===== src/hw/rtl/packed_word_sample_unpacker_core_defines.svh =====
// Assertion macros shared by the sample unpacker RTL.
// Relies on clk and rst being in scope in the module that uses them.
`ifndef PACKED_WORD_SAMPLE_UNPACKER_CORE_DEFINES_SVH
`define PACKED_WORD_SAMPLE_UNPACKER_CORE_DEFINES_SVH

`ifndef SYNTHESIS

// condition must hold on every clock out of reset
`define PWSU_ASSERT_ALWAYS(label, cond, msg) \
  label: assert property (@(posedge clk) disable iff (rst) (cond)) else $error(msg);

// antecedent implies consequent in the same cycle
`define PWSU_ASSERT_IMPLIES(label, ante, cons, msg) \
  label: assert property (@(posedge clk) disable iff (rst) (ante) |-> (cons)) else $error(msg);

// antecedent implies consequent in the following cycle
`define PWSU_ASSERT_NEXT(label, ante, cons, msg) \
  label: assert property (@(posedge clk) disable iff (rst) (ante) |=> (cons)) else $error(msg);

`else

`define PWSU_ASSERT_ALWAYS(label, cond, msg)
`define PWSU_ASSERT_IMPLIES(label, ante, cons, msg)
`define PWSU_ASSERT_NEXT(label, ante, cons, msg)

`endif

`endif


===== src/hw/rtl/pwsu_pkg.sv =====
// Package for the packed word sample unpacker: widths, register indexes, types.
// No dependencies; used by every module of the block.
`timescale 1ns / 1ps

package pwsu_pkg;

  localparam int IN_W              = 32;
  localparam int OUT_W             = 32;
  localparam int BPS_W             = 6;
  localparam int SPL_W             = 16;
  localparam int MAX_SAMPLE_BITS   = 32;
  localparam int MAX_RESULTS       = 32;
  localparam int CNT_W             = 5;
  localparam int AVAIL_W           = 7;   // holds a bit pointer up to 64
  localparam int WORD_BITS_DEFAULT = 32;
  localparam int QUEUE_DEPTH       = 2;
  localparam int QPTR_W            = 1;
  localparam int QCNT_W            = 2;

  // configuration port
  localparam int CFG_IDX_W  = 2;
  localparam int CFG_DATA_W = 16;
  localparam logic [CFG_IDX_W-1:0] REG_BITS_PER_SAMPLE  = 2'd0;
  localparam logic [CFG_IDX_W-1:0] REG_PAD_MODE         = 2'd1;
  localparam logic [CFG_IDX_W-1:0] REG_SAMPLES_PER_LINE = 2'd2;

  localparam logic [BPS_W-1:0] BPS_RESET = 6'd10;
  localparam logic [SPL_W-1:0] SPL_RESET = 16'd3;

  typedef struct packed {
    logic [BPS_W-1:0] bits_per_sample;
    logic             pad_mode;
    logic [SPL_W-1:0] samples_per_line;
  } pwsu_cfg_t;

  // per-word control carried through the queue
  typedef struct packed {
    logic [AVAIL_W-1:0] avail;
    logic [BPS_W-1:0]   bps;
  } pwsu_ctl_t;

endpackage


===== src/hw/rtl/pwsu_front.sv =====
// Front end: accepts packed words, drops those with an unusable sample width,
// works out the usable bit span and queues the word. Depends on pwsu_pkg.
`timescale 1ns / 1ps
`include "packed_word_sample_unpacker_core_defines.svh"

module pwsu_front
  import pwsu_pkg::*;
#(
  parameter int WORD_BITS = WORD_BITS_DEFAULT
) (
  input  logic                 clk,
  input  logic                 rst,
  input  pwsu_cfg_t            cfg,
  input  logic                 in_valid,
  output logic                 in_stall,
  input  logic [IN_W-1:0]      packed_word,
  output logic                 q_valid,
  input  logic                 q_pop,
  output logic [WORD_BITS-1:0] q_word,
  output pwsu_ctl_t            q_ctl
);

  localparam int TAB_N = 2 ** BPS_W;

  // usable span below the top pad, one entry per sample width
  logic [AVAIL_W-1:0] avail_pad [TAB_N];

  assign avail_pad[0] = '0;
  for (genvar g = 1; g < TAB_N; g++) begin : g_pad
    localparam int PadBits = WORD_BITS % g;
    assign avail_pad[g] = AVAIL_W'(WORD_BITS - PadBits);
  end

  logic               bps_ok;
  logic [AVAIL_W-1:0] avail_sel;
  logic [WORD_BITS-1:0] word_in;
  logic               push;

  // classify: width zero, above 32 or above the word means no samples
  assign bps_ok = (cfg.bits_per_sample != '0)
               && (cfg.bits_per_sample <= BPS_W'(MAX_SAMPLE_BITS))
               && ({1'b0, cfg.bits_per_sample} <= AVAIL_W'(WORD_BITS));

  assign avail_sel = cfg.pad_mode ? avail_pad[cfg.bits_per_sample]
                                  : AVAIL_W'(WORD_BITS);

  assign word_in = WORD_BITS'({{WORD_BITS{1'b0}}, packed_word});

  // two-entry queue
  logic [WORD_BITS-1:0] q_word_mem [QUEUE_DEPTH];
  pwsu_ctl_t            q_ctl_mem  [QUEUE_DEPTH];
  logic [QPTR_W-1:0]    wr_ptr;
  logic [QPTR_W-1:0]    rd_ptr;
  logic [QCNT_W-1:0]    count;

  assign in_stall = (count == QCNT_W'(QUEUE_DEPTH));
  assign push     = in_valid && !in_stall && bps_ok;
  assign q_valid  = (count != '0);
  assign q_word   = q_word_mem[rd_ptr];
  assign q_ctl    = q_ctl_mem[rd_ptr];

  always_ff @(posedge clk) begin
    if (push) begin
      q_word_mem[wr_ptr]    <= word_in;
      q_ctl_mem[wr_ptr]     <= '{avail: avail_sel, bps: cfg.bits_per_sample};
    end
  end

  always_ff @(posedge clk) begin
    if (rst) begin
      wr_ptr <= '0;
      rd_ptr <= '0;
      count  <= '0;
    end else begin
      if (push) wr_ptr <= wr_ptr + 1'b1;
      if (q_pop) rd_ptr <= rd_ptr + 1'b1;
      priority case ({push, q_pop})
        2'b10:   count <= count + 1'b1;
        2'b01:   count <= count - 1'b1;
        default: count <= count;
      endcase
    end
  end

  `PWSU_ASSERT_ALWAYS(a_count_range, count <= QCNT_W'(QUEUE_DEPTH), "queue count overrun")
  `PWSU_ASSERT_IMPLIES(a_pop_nonempty, q_pop, q_valid, "pop from empty queue")
  `PWSU_ASSERT_NEXT(a_push_visible, push, q_valid, "pushed word not visible")

endmodule


===== src/hw/rtl/pwsu_back.sv =====
// Back end: steps through the queued word one sample per cycle unless stalled, tracks the
// line position and holds the result in an output register. Depends on pwsu_pkg.
`timescale 1ns / 1ps
`include "packed_word_sample_unpacker_core_defines.svh"

module pwsu_back
  import pwsu_pkg::*;
#(
  parameter int WORD_BITS = WORD_BITS_DEFAULT
) (
  input  logic                 clk,
  input  logic                 rst,
  input  pwsu_cfg_t            cfg,
  input  logic                 q_valid,
  output logic                 q_pop,
  input  logic [WORD_BITS-1:0] q_word,
  input  pwsu_ctl_t            q_ctl,
  output logic                 out_valid,
  input  logic                 out_stall,
  output logic [OUT_W-1:0]     sample_value,
  output logic                 last_of_word,
  output logic                 end_of_line
);

  // word being unpacked
  logic                 cur_valid;
  logic [WORD_BITS-1:0] cur_word;
  logic [AVAIL_W-1:0]   cur_ptr;
  logic [BPS_W-1:0]     cur_bps;
  logic [CNT_W-1:0]     cur_n;
  logic [SPL_W-1:0]     line_pos;

  logic                 out_free;
  logic                 emit;
  logic [AVAIL_W-1:0]   ptr_next;
  logic [WORD_BITS-1:0] shifted;
  logic [OUT_W-1:0]     smask;
  logic [OUT_W-1:0]     sample;
  logic [SPL_W:0]       line_len;
  logic [SPL_W:0]       pos_inc;
  logic                 eol;
  logic                 last;

  assign out_free = !out_valid || !out_stall;
  assign emit     = cur_valid && out_free;

  // sample extraction from the top of the remaining span
  assign ptr_next = cur_ptr - AVAIL_W'(cur_bps);
  assign shifted  = cur_word >> ptr_next;
  assign smask    = OUT_W'(({{OUT_W{1'b0}}, 1'b1} << cur_bps) - 1'b1);
  assign sample   = OUT_W'({{OUT_W{1'b0}}, shifted}) & smask;

  // line length zero means a full 65536-sample line
  assign line_len = (cfg.samples_per_line == '0) ? {1'b1, {SPL_W{1'b0}}}
                                                 : {1'b0, cfg.samples_per_line};
  assign pos_inc  = {1'b0, line_pos} + 1'b1;
  assign eol      = (pos_inc >= line_len);
  assign last     = eol || (ptr_next < AVAIL_W'(cur_bps))
                 || (cur_n == CNT_W'(MAX_RESULTS - 1));

  assign q_pop = q_valid && (!cur_valid || (emit && last));

  always_ff @(posedge clk) begin
    if (rst) begin
      cur_valid <= 1'b0;
      cur_n     <= '0;
      line_pos  <= '0;
    end else begin
      if (emit) begin
        line_pos <= eol ? '0 : pos_inc[SPL_W-1:0];
      end
      if (q_pop) begin
        cur_valid <= 1'b1;
        cur_n     <= '0;
      end else if (emit) begin
        cur_valid <= !last;
        cur_n     <= cur_n + 1'b1;
      end
    end
  end

  always_ff @(posedge clk) begin
    if (q_pop) begin
      cur_word <= q_word;
      cur_ptr  <= q_ctl.avail;
      cur_bps  <= q_ctl.bps;
    end else if (emit) begin
      cur_ptr  <= ptr_next;
    end
  end

  // output register
  always_ff @(posedge clk) begin
    if (rst) begin
      out_valid <= 1'b0;
    end else if (out_free) begin
      out_valid <= emit;
    end
  end

  always_ff @(posedge clk) begin
    if (emit) begin
      sample_value <= sample;
      last_of_word <= last;
      end_of_line  <= eol;
    end
  end

  `PWSU_ASSERT_IMPLIES(a_ptr_covers, cur_valid, cur_ptr >= AVAIL_W'(cur_bps), "pointer below width")
  `PWSU_ASSERT_NEXT(a_eol_resets_pos, emit && eol, line_pos == '0, "line position not cleared")
  `PWSU_ASSERT_NEXT(a_word_continues, emit && !last, cur_valid, "word dropped before last sample")

endmodule


===== src/hw/rtl/packed_word_sample_unpacker_core.sv =====
// Top level of the packed word sample unpacker: configuration registers,
// front end and back end. Depends on pwsu_pkg, pwsu_front and pwsu_back.
//
//   channel   direction  handshake            payload
//   in        sink       in_valid / in_stall  packed_word
//   out       source     out_valid/out_stall  sample_value, last_of_word, end_of_line
//   cfg       sink       cfg_we               cfg_index, cfg_data
//
// One sample leaves per cycle while the output is not stalled; the samples of a word
// are extracted one after another by the single extraction shifter. Words are taken
// every cycle while the two-entry queue has room.
// A word with an unusable sample width is taken and dropped without entering the queue.
// Reset is synchronous and clears queue, sequencer, line counter and output valid.
// A stall on the output holds the result; the queue absorbs input meanwhile.
`timescale 1ns / 1ps

module packed_word_sample_unpacker_core
  import pwsu_pkg::*;
#(
  parameter int WORD_BITS = WORD_BITS_DEFAULT
) (
  input  logic                  clk,
  input  logic                  rst,
  input  logic                  cfg_we,
  input  logic [CFG_IDX_W-1:0]  cfg_index,
  input  logic [CFG_DATA_W-1:0] cfg_data,
  input  logic                  in_valid,
  output logic                  in_stall,
  input  logic [IN_W-1:0]       packed_word,
  output logic                  out_valid,
  input  logic                  out_stall,
  output logic [OUT_W-1:0]      sample_value,
  output logic                  last_of_word,
  output logic                  end_of_line
);

  pwsu_cfg_t            cfg;
  logic                 q_valid;
  logic                 q_pop;
  logic [WORD_BITS-1:0] q_word;
  pwsu_ctl_t            q_ctl;

  // configuration registers
  always_ff @(posedge clk) begin
    if (rst) begin
      cfg.bits_per_sample  <= BPS_RESET;
      cfg.pad_mode         <= 1'b0;
      cfg.samples_per_line <= SPL_RESET;
    end else if (cfg_we) begin
      unique case (cfg_index)
        REG_BITS_PER_SAMPLE:  cfg.bits_per_sample  <= cfg_data[BPS_W-1:0];
        REG_PAD_MODE:         cfg.pad_mode         <= cfg_data[0];
        REG_SAMPLES_PER_LINE: cfg.samples_per_line <= cfg_data[SPL_W-1:0];
        default:              cfg                  <= cfg;
      endcase
    end
  end

  pwsu_front #(
    .WORD_BITS (WORD_BITS)
  ) u_front (
    .clk         (clk),
    .rst         (rst),
    .cfg         (cfg),
    .in_valid    (in_valid),
    .in_stall    (in_stall),
    .packed_word (packed_word),
    .q_valid     (q_valid),
    .q_pop       (q_pop),
    .q_word      (q_word),
    .q_ctl       (q_ctl)
  );

  pwsu_back #(
    .WORD_BITS (WORD_BITS)
  ) u_back (
    .clk          (clk),
    .rst          (rst),
    .cfg          (cfg),
    .q_valid      (q_valid),
    .q_pop        (q_pop),
    .q_word       (q_word),
    .q_ctl        (q_ctl),
    .out_valid    (out_valid),
    .out_stall    (out_stall),
    .sample_value (sample_value),
    .last_of_word (last_of_word),
    .end_of_line  (end_of_line)
  );

endmodule

===== config.mk =====
export PLATFORM = sky130hd
export DESIGN_NAME = packed_word_sample_unpacker_core
export DESIGN_NICKNAME = d
export VERILOG_FILES = /design/src/hw/rtl/pwsu_pkg.sv /design/src/hw/rtl/pwsu_front.sv /design/src/hw/rtl/pwsu_back.sv /design/src/hw/rtl/packed_word_sample_unpacker_core.sv
export VERILOG_INCLUDE_DIRS = /design/src /design/src/hw/rtl
export SDC_FILE = /design/constraint.sdc
export NUM_CORES = 1
export LEC_CHECK = 0
export BUFFER_PORTS_ARGS = -buffer_cell sky130_fd_sc_hd__buf_2
export CAP_MARGIN = 10
export CELL_PAD_IN_SITES_DETAIL_PLACEMENT = 0
export CELL_PAD_IN_SITES_GLOBAL_PLACEMENT = 1
export CORE_MARGIN = 1
export CORE_UTILIZATION = 45
export DETAILED_ROUTE_END_ITERATION = 8
export GPL_ROUTABILITY_DRIVEN = 0
export PLACE_DENSITY = 0.79
export SLEW_MARGIN = 10
export SYNTH_ARGS = -nofsm -noshare
export SYNTH_HDL_FRONTEND = slang
export SYNTH_HIERARCHICAL = 1
export SYNTH_SLANG_ARGS = --single-unit

===== constraint.sdc =====
create_clock -name clk -period 8 [get_ports clk]
set_clock_uncertainty 0.05 [all_clocks]
set_input_delay 1.6 -clock clk [delete_from_list [all_inputs] [get_ports clk]]
set_output_delay 1.6 -clock clk [all_outputs]
set_load 0.01 [all_outputs]

# Yosys cells after proc, flatten, opt, wreduce, memory -nomap -nowiden
# Memories as Yosys holds them, arrays and structs flattened. A register that Yosys moved wholly into a read port is not among the register bits.
# Cells that the tools add are included.
# op_classes
reduce_logical	26
bitwise	2
muxes	14
order_cmp	5
shifts	2
addsub	8
n_eq_ne	6
# op_table
operator	count
$mux W7	5
$and A32 B32 Y32	1
$shl A1 B6 Y32 const A	1
$shr A32 B7 Y32	1
$sub A32 B1 Y32 const B	1
$add A16 B1 Y17 const B	1
$ge A17 B17 Y1	1
$mux W17	1
$logic_not A16 Y1	1
$mux W16	1
$le A6 B6 Y1 const B	2
$ge A7 B7 Y1 const B	1
$logic_and A1 B1 Y1	7
$lt A7 B6 Y1	1
$not A6 Y7	1
$sub A7 B6 Y7	1
$eq A2 B2 Y1 const B	3
$mux W1	6
$reduce_and A2 Y1	3
$reduce_bool A2 Y1	3
$reduce_bool A6 Y1	1
$add A5 B1 Y5 const B	1
$eq A5 B5 Y1 const B	1
$logic_not A1 Y1	5
other kinds (8)	13
# totals
memories	3
mem_bits_ro	448
elab_cells	81
register_bits	97
ramBits	90
inputBits	55
# memory_table
name	depth	word_bits	rd	rd_ports_with_merged_regs	write_ports	line	rtl
(no name shown)	64	7	1	0	0	pwsu_front.sv:44	assign avail_sel = cfg.pad_mode ? avail_pad[cfg.bits_per_sample]
u_front.q_word_mem	2	32	1	1	1	pwsu_front.sv:50	logic [WORD_BITS-1:0] q_word_mem [QUEUE_DEPTH];
u_front.q_ctl_mem	2	13	1	1	1	pwsu_front.sv:51	pwsu_ctl_t q_ctl_mem [QUEUE_DEPTH];

# Logic depth before layout (Yosys ltp)
# Gate-level depths: netlist (run 1).
# depth
ltp_word	10
mapped_depth	19
ltp_nobuf	17

# Hierarchy
# Netlist (run 1), hierarchy kept.
# modules_own_cells
module	cells_each	area_per_inst_um2	instances
pwsu_back	728	7133.1	1
pwsu_front	203	3694.8	1
packed_word_sample_unpacker_core	97	1004.7	1

# Least setup slack after synthesis (run 1)
# No wires, ideal clock.
# synth_timing
path_type	reg-to-reg
startpoint	register u_back.cur_bps[1]
endpoint	register u_front.count[1]
n_path_buf	3
setup_slack_ns	3.494
setup_ns	0.070
stages_incl_launch_ff	17
arrival_time_ns	4.386
cell_sequence	edfxtp_1 -> clkbuf_1 -> inv_1 -> fa_1 -> xnor2_2 -> inv_1 -> buf_2 -> ha_1 -> o21ai_0 -> a21oi_1 -> o31ai_1 -> nand3_4 -> a41oi_2 -> buf_6 -> ha_1 -> or3_1 -> a21oi_1
# synth_via
elab_chain_cells	9
elab_cells_between_ends	11
cone_classes	add/sub: 1; order compare: 1; eq/ne: 2; mux: 1; reduce/logical: 6
# synth_lines
item	line	rtl
start: declaration	pwsu_back.sv:29	logic [BPS_W-1:0] cur_bps;
start signal: assignment	pwsu_back.sv:86	cur_bps <= q_ctl.bps;
$sub A7 B6 Y7	pwsu_back.sv:48	assign ptr_next = cur_ptr - AVAIL_W'(cur_bps);
$lt A7 B6 Y1 (*)	pwsu_back.sv:58	assign last = eol || (ptr_next < AVAIL_W'(cur_bps))
$logic_or A1 B1 Y1 (*)	pwsu_back.sv:58	
$logic_or A1 B1 Y1 (*)	pwsu_back.sv:59	|| (cur_n == CNT_W'(MAX_RESULTS - 1));
$logic_and A1 B1 Y1 (*)	pwsu_back.sv:61	assign q_pop = q_valid && (!cur_valid || (emit && last));
$logic_or A1 B1 Y1 (*)	pwsu_back.sv:61	
$logic_and A1 B1 Y1 (*)	pwsu_back.sv:61	
named net q_pop	packed_word_sample_unpacker_core.sv:39	logic q_pop;
$eq A2 B1 Y1 / $eq A2 B2 Y1 (equally long branches)	pwsu_front.sv:77	priority case ({push, q_pop})
$pmux W2 S2 / $reduce_bool A2 Y1 (equally long branches)	--	
end signal: assignment	pwsu_front.sv:78	2'b10: count <= count + 1'b1;
end signal: assignment	pwsu_front.sv:79	2'b01: count <= count - 1'b1;
end signal: assignment	pwsu_front.sv:80	default: count <= count;
end: declaration	pwsu_front.sv:54	logic [QCNT_W-1:0] count;
# The timed path passes the listed nets; every way through them passes the cells marked *.
# A chain may end at the register's enable or synchronous reset.

# Worst setup path in the final report (run 1)
# layout_timing
startpoint	register u_back.cur_bps[2]
endpoint	register u_back.cur_ptr[3] (data pin)
# layout_via
elab_chain_cells	8
elab_cells_between_ends	9
cone_classes	add/sub: 1; order compare: 1; mux: 2; reduce/logical: 5
# layout_lines
item	line	rtl
$sub A7 B6 Y7	pwsu_back.sv:48	
$lt A7 B6 Y1 (*)	pwsu_back.sv:58	
$logic_or A1 B1 Y1 (*)	pwsu_back.sv:58	
$logic_or A1 B1 Y1 (*)	pwsu_back.sv:59	
$logic_and A1 B1 Y1 (*)	pwsu_back.sv:61	
$logic_or A1 B1 Y1 (*)	pwsu_back.sv:61	
$logic_and A1 B1 Y1 (*)	pwsu_back.sv:61	
named net q_pop	packed_word_sample_unpacker_core.sv:39	
$mux W7 (*)	pwsu_back.sv:83	if (q_pop) begin
end signal: assignment	pwsu_back.sv:85	cur_ptr <= q_ctl.avail;
end signal: assignment	pwsu_back.sv:88	cur_ptr <= ptr_next;
end: declaration	pwsu_back.sv:28	logic [AVAIL_W-1:0] cur_ptr;
# The timed path passes the listed nets; every way through them passes the cells marked *. The select of a mux whose other input is x is not followed.

==> results of run 1 <==
-- synth_stat cells (29+ instances only) --
| cell | number | share of area |
|---|---|---|
| edfxtp_1 | 167 | 0.42 |
| mux2i_1 | 92 | 0.078 |
| nand2_1 | 75 | 0.024 |
| nor2_1 | 59 | 0.019 |
| dfxtp_1 | 51 | 0.086 |
| mux2_2 | 51 | 0.049 |
| inv_1 | 48 | 0.015 |
| nand2b_1 | 46 | 0.024 |
| ha_1 | 37 | 0.039 |
| a21oi_1 | 32 | 0.014 |
| o21ai_0 | 29 | 0.012 |
-- worst min-delay path: stages, from the launching register on --
cell      delay, ps
dfxtp_1         320
nand2b_1         70
mux2i_1          50
-- how the worst max path moves through the flow --
| stage | from | endpoint | slack [ps] | cells past startpoint |
|---|---|---|---|---|
| floorplan | u_back/cur_bps[1] | u_front/count[1] | 3490 | 16 |
| global placement | u_back/cur_bps[2] | u_back/cur_ptr[3] | 2280 | 14 |
| detailed placement | u_back/cur_bps[2] | u_back/cur_ptr[3] | 2080 | 14 |
| CTS | u_back/cur_bps[2] | u_back/cur_ptr[3] | 2070 | 14 |
| global route | u_back/cur_bps[2] | u_back/cur_ptr[3] | 1580 | 14 |
| finish | u_back/cur_bps[2] | u_back/cur_ptr[3] | 2080 | 14 |
-- sequential cells by signal, indices dropped and copies added (netlist names), 2 cells and up, named ones only --
name	cells
u_back/cur_ptr	7
u_back/sample_value	32
u_front/q_ctl_mem	24
u_back/cur_bps	6
u_front/q_word_mem	64
u_front/count	2
cfg	23
u_back/cur_n	5
u_back/cur_word	32
u_back/line_pos	16
-- cell type report --
type	count	area, um^2
Fill cell	2190	12200
Tap cell	330	413
Inverter	50	188
Multi-Input combinational cell	697	5330
Clock inverter	17	199
Timing Repair Buffer	98	510
Sequential cell	218	6040
Clock buffer	27	612
-- placed cells by master, fill, tap and decap left out, drive strengths merged, types with 10 or more instances in the layout --
cell type / count
nor3: 27
a21oi: 33
a211oi: 21
nor4: 19
mux4: 12
xnor2: 16
mux2i: 92
clkbuf: 27
inv: 49
nor2: 59
buf: 98
nand2: 76
o21ai: 30
mux2: 52
edfxtp: 167
dfxtp: 51
clkinv: 11
nand2b: 47
ha: 37
nand3: 29
a31oi: 10
nand4: 10
-- cell families (layout without fill, tap and decap cells) --
| family | count (synthesis) | after routing | synth area share |
|---|---|---|---|
| multiplexers | 156 | 156 | 0.151 |
| adder cells (fa/ha/maj) | 38 | 38 | 0.0408 |
| other | 1 | 1 | 0.000317 |
| flip-flops | 218 | 218 | 0.510 |
| AND/OR/NAND/NOR | 320 | 320 | 0.141 |
| XOR/XNOR | 23 | 23 | 0.0192 |
| AO/OA/AOI/OAI | 159 | 159 | 0.0947 |
| buffers and inverters | 113 | 192 | 0.0435 |
-- per-layer routing --
layer  global-route usage  up-vias  wire length [um]
li1                     -     3971                 -
met1                0.294     3837             12400
met2                0.290      234             11300
met3               0.0308       43              1630
met4               0.0543        0               629
met5                    0        -                 0
-- per-stage QoR --
| step | util | setup WS [ps] | cell area [um^2] | hold WS, ps | instances |
|---|---|---|---|---|---|
| after CTS | 0.522 | 2070 | 13300 | 440 | 1437 |
| after floorplan | - | 3490 | 11800 | 408 | 1028 |
| final | 0.522 | 2080 | 13300 | 437 | 1437 |
| after global placement | 0.490 | 2280 | 12500 | 427 | 1393 |
| after global routing | 0.522 | 1580 | 13300 | 468 | 1437 |
| after detailed placement | 0.490 | 2080 | 12500 | 431 | 1393 |
==> results.md, run 1 <==
* Worst setup SP type: flip-flop
* Area grow syn2layout at 12.3%
* Period Utilization, post-route at 0.740
* Worst setup EP type: flip-flop
* Initial core utilization at 0.465
* Die width at 164 um
* Synth warn at 6
* CP Class: flip-flop to flip-flop
* Routed vias/inst at 5.63
* Hold depth at 2
* EDFF count, synth at 167
* CTS H-tree lvls at 1
* CP Buf/Inv Count at 3
* Post-DP HPWL at 18300 um
* Initial antenna violation count at 0
* IO Pins at 91
* Vias in the first global route at 7698
* RR Endpoint: u_back/cur_ptr[3]
* Fmax at 169 MHz
* Worst-Skew Late Latency at 530 ps
* First-pass GRT wire length at just over 40000 um
* Reg clk slew, reported paths at 60 ps
* Worst path required time at 8200 ps
* Unrepaired setup endpoints after global routing: no
* FF-to-FF setup slack at 2080 ps
* Reg2Reg Depth at 14
* DRT Pass-1 Iters at 5
* Post-synthesis cell area at 11800 um^2
* Max-capacitance violation count at 0
* CP max stage delay at 810 ps
* PostCTS Resize Cnt at 0
* Synthesized Nets at 1121
* Final ANT Viol Nets at 0
* TritonCTS Buffers at 24
* Fin crit period at 5920 ps
* Crit Path Max Fanout at 42
* Clock Path Buffers at 3
* Synth Flop Type: edfxtp_1
* Die area at 26900 um^2
* Worst slew pin tran at 1080 ps
* Outcome: complete, no violations
* Number of post-CTS setup repair buffers at 0
* Count of cell types in the netlist at 81
* Cts hold-fix bufs at 0
* CTS sink cnt at 218
* Clock root cell: clkbuf_16
* Via count at 8085
* Final Setup Violations at 0
* Setup TNS at 0 ps
* Syn_area_per_cell at 11.5 um^2
* GRT Total Usage at 0.196
* Post-synthesis async set-or-reset flop share at 0
* Die Y at 164 um
* Final Max Tran Viols at 0
* GRT Residual Overflow at 0
* Port Buffer Count at 90
* Site row count at 58
* Mapped Cells at 1028
* Cell mode on critical path: ha_1
* Layout cells sized above 1 at 0.206
* # diodes at 0
* Cell family with the largest share of critical-path delay: buffers and inverters
* Sequence of cells on the critical path: inv_1 -> ha_1 -> nor2_1 -> a21oi_2 -> xnor2_4 -> clkinv_1 -> ha_1 -> o21ai_0 -> a21oi_1 -> o31ai_1 -> nand3_4 -> a41oi_4 -> buf_4 -> o221ai_1
* Avg WL per Cell at 18.0 um
* Min-Delay Path Class: flip-flop to flip-flop
* Hold Fails Final Rpt at 0
* Min-delay src: cfg[7]
* CTS tree: built
* Overall routed net length at 25900 um
* Number of DRC markers in iteration 0 at 692
* Remaining DRCs at 0
* Worst Hold End: cfg[7]
* Critical Path AT at a little over 6000 ps
* Core ar. at 25500 um^2
* Max transition margin at 0.281
* Maximum number of pins on one net before global-route repair at 79
* CP max-delay cell: clkinv_1
* Reg2reg start: u_back/cur_bps[2]
* Synthesized flop and latch total at 218
* Total Nets Final at 1182
* Sequential area share after synthesis at 0.510
Power of run 1 is not shown: default switching activity piles up to over one toggle a cycle in this logic, so the estimate is an artifact.
==> run 2, diff against run 1 <==
- clock period: 8 -> 5.96 ns (I/O delays scaled with it)
==> results.md, run 2 (synthesized netlist as in run 1, its figures left out) <==
* Outcome: complete, no violations
* Sequence of cells on the critical path: inv_1 -> ha_1 -> nor2_1 -> a21oi_2 -> xnor2_4 -> clkinv_1 -> buf_4 -> ha_1 -> o21ai_0 -> a21oi_1 -> o31ai_1 -> nand3_4 -> a41oi_4 -> buf_4 -> o221ai_1
* Maximum number of pins on one net before global-route repair at 79
* Remaining DRCs at 0
* Final Max Tran Viols at 0
* Overall routed net length at 25900 um
* First-pass GRT wire length at 40800 um
* CP max-delay cell: xnor2_4
* Worst setup SP type: flip-flop
* Total Nets Final at ~1200
* Max transition margin at 0.230
* Initial core utilization at 0.465
* IO Pins at 91
* Number of DRC markers in iteration 0 at 702
* Fin crit period at between 5000 and 6000 ps
* Max reg flops at 64
* Number of post-CTS setup repair buffers at 0
* Largest regs: u_front/q_word_mem x64, u_back/cur_word x32, u_back/sample_value x32
* Post-route core utilization at 0.523
* Port Buffer Count at 90
* Dpl cells at 1397
* Clock root cell: clkbuf_16
* Final ANT Viol Nets at 0
* Crit path to: u_back/cur_ptr[3]
* Max-capacitance violation count at 0
* Worst setup EP type: flip-flop
* Met2 wire length at 10900 um
* CTS sink cnt at ~220
* Crit Path Max Fanout at 49
* FF-to-FF setup slack at 920 ps
* GRT Residual Overflow at 0
* Most frequent cells in the layout: edfxtp_1 (167), mux2i_1 (92), buf_2 (90), nand2_1 (75), nor2_1 (57)
* Avg WL per Cell at 18.0 um
* Hold Fails Final Rpt at 0
* Non-filler cells, final at 1441
* PostCTS Resize Cnt at 0
* Min-Delay Path Class: flip-flop to flip-flop
* Setup TNS at 0 ps
* Reg clk slew, reported paths at around 60 ps
* Most common cell after layout, fill and taps aside: edfxtp_1
* Largest reg by FF count: u_front/q_word_mem
* Setup WS post-layout at 925 ps
* TritonCTS Buffers at 24
* Final Setup Violations at 0
* Top routing layer used: met4
* Die area at 26900 um^2
* Layout cells sized above 1 at 0.209
* Worst-Skew Late Latency at 530 ps
* # diodes at 0
* RR Endpoint: u_back/cur_ptr[3]
* Met3 WL post-DR at between 1500 and 2000 um
* Area grow syn2layout at 12.6%
* Routed vias/inst at 5.65
* Site row count at 58
* Hold depth at 2
* Die width at 164 um
* Cts hold-fix bufs at 0
* CP Class: flip-flop to flip-flop
* Core ar. at 25500 um^2
* Wl on met1 at approximately 13000 um
* Fmax at a little under 200 MHz
* Period Utilization, post-route at 0.845
* Reg2Reg Depth at 15
* Clock Path Buffers at 3
* Die Y at about 160 um
* Unrepaired setup endpoints after global routing: no
* Worst setup path startpoint: u_back/cur_bps[2]
* Critical Path AT at about 5200 ps
* Worst path required time at 6140 ps
* Via count at 8144
* Reg2reg start: u_back/cur_bps[2]
* CTS tree: built
* CTS H-tree lvls at 1
* CP max stage delay at 630 ps
* Post-place setup slack at around 930 ps
* DRT Pass-1 Iters at 5
* Vias in the first global route at between 7000 and 8000
* Initial antenna violation count at 0
* Worst slew pin tran at 1150 ps
* Post-DP HPWL at 18100 um
* GRT Total Usage at 0.193
[run 2: area by class of cell]
type,instances,area [um^2]
Tap cell,330,413
Timing Repair Buffer,102,541
Inverter,50,188
Clock buffer,30,664
Sequential cell,218,6040
Fill cell,2188,12200
Multi-Input combinational cell,697,5330
Clock inverter,14,151
[run 2: worst max-delay path: cells and delay by family (launching register included)]
family	cells	cell delay, ps
adder cells (fa/ha/maj)	2	740
AO/OA/AOI/OAI	6	1170
buffers and inverters	4	1180
flip-flops	1	620
XOR/XNOR	1	630
AND/OR/NAND/NOR	2	330
[run 2: worst min path at each step]
stage	start	endpoint	slack, ps
6_report	u_back/line_pos[1]	u_back/line_pos[1]	440
5_1_grt	cfg[6]	cfg[6]	470
4_1_cts	cfg[9]	cfg[9]	440
3_5_place_dp	cfg[9]	cfg[9]	430
3_3_place_gp	u_back/line_pos[1]	u_back/line_pos[1]	420
2_1_floorplan	u_back/line_pos[1]	u_back/line_pos[1]	410
[run 2: through the flow]
step	hold WS [ps]	area, um^2
6_report	438	13300
5_1_grt	471	13300
4_1_cts	439	13300
3_5_place_dp	431	12500
3_3_place_gp	422	12500
2_1_floorplan	408	11800
[run 2: metal layers]
metal,up-vias,global-route usage
li1,3975,-
met1,3882,0.295
met2,239,0.281
met3,48,0.0285
met4,0,0.0547
met5,-,0
Power of run 2 is left out for the same reason.
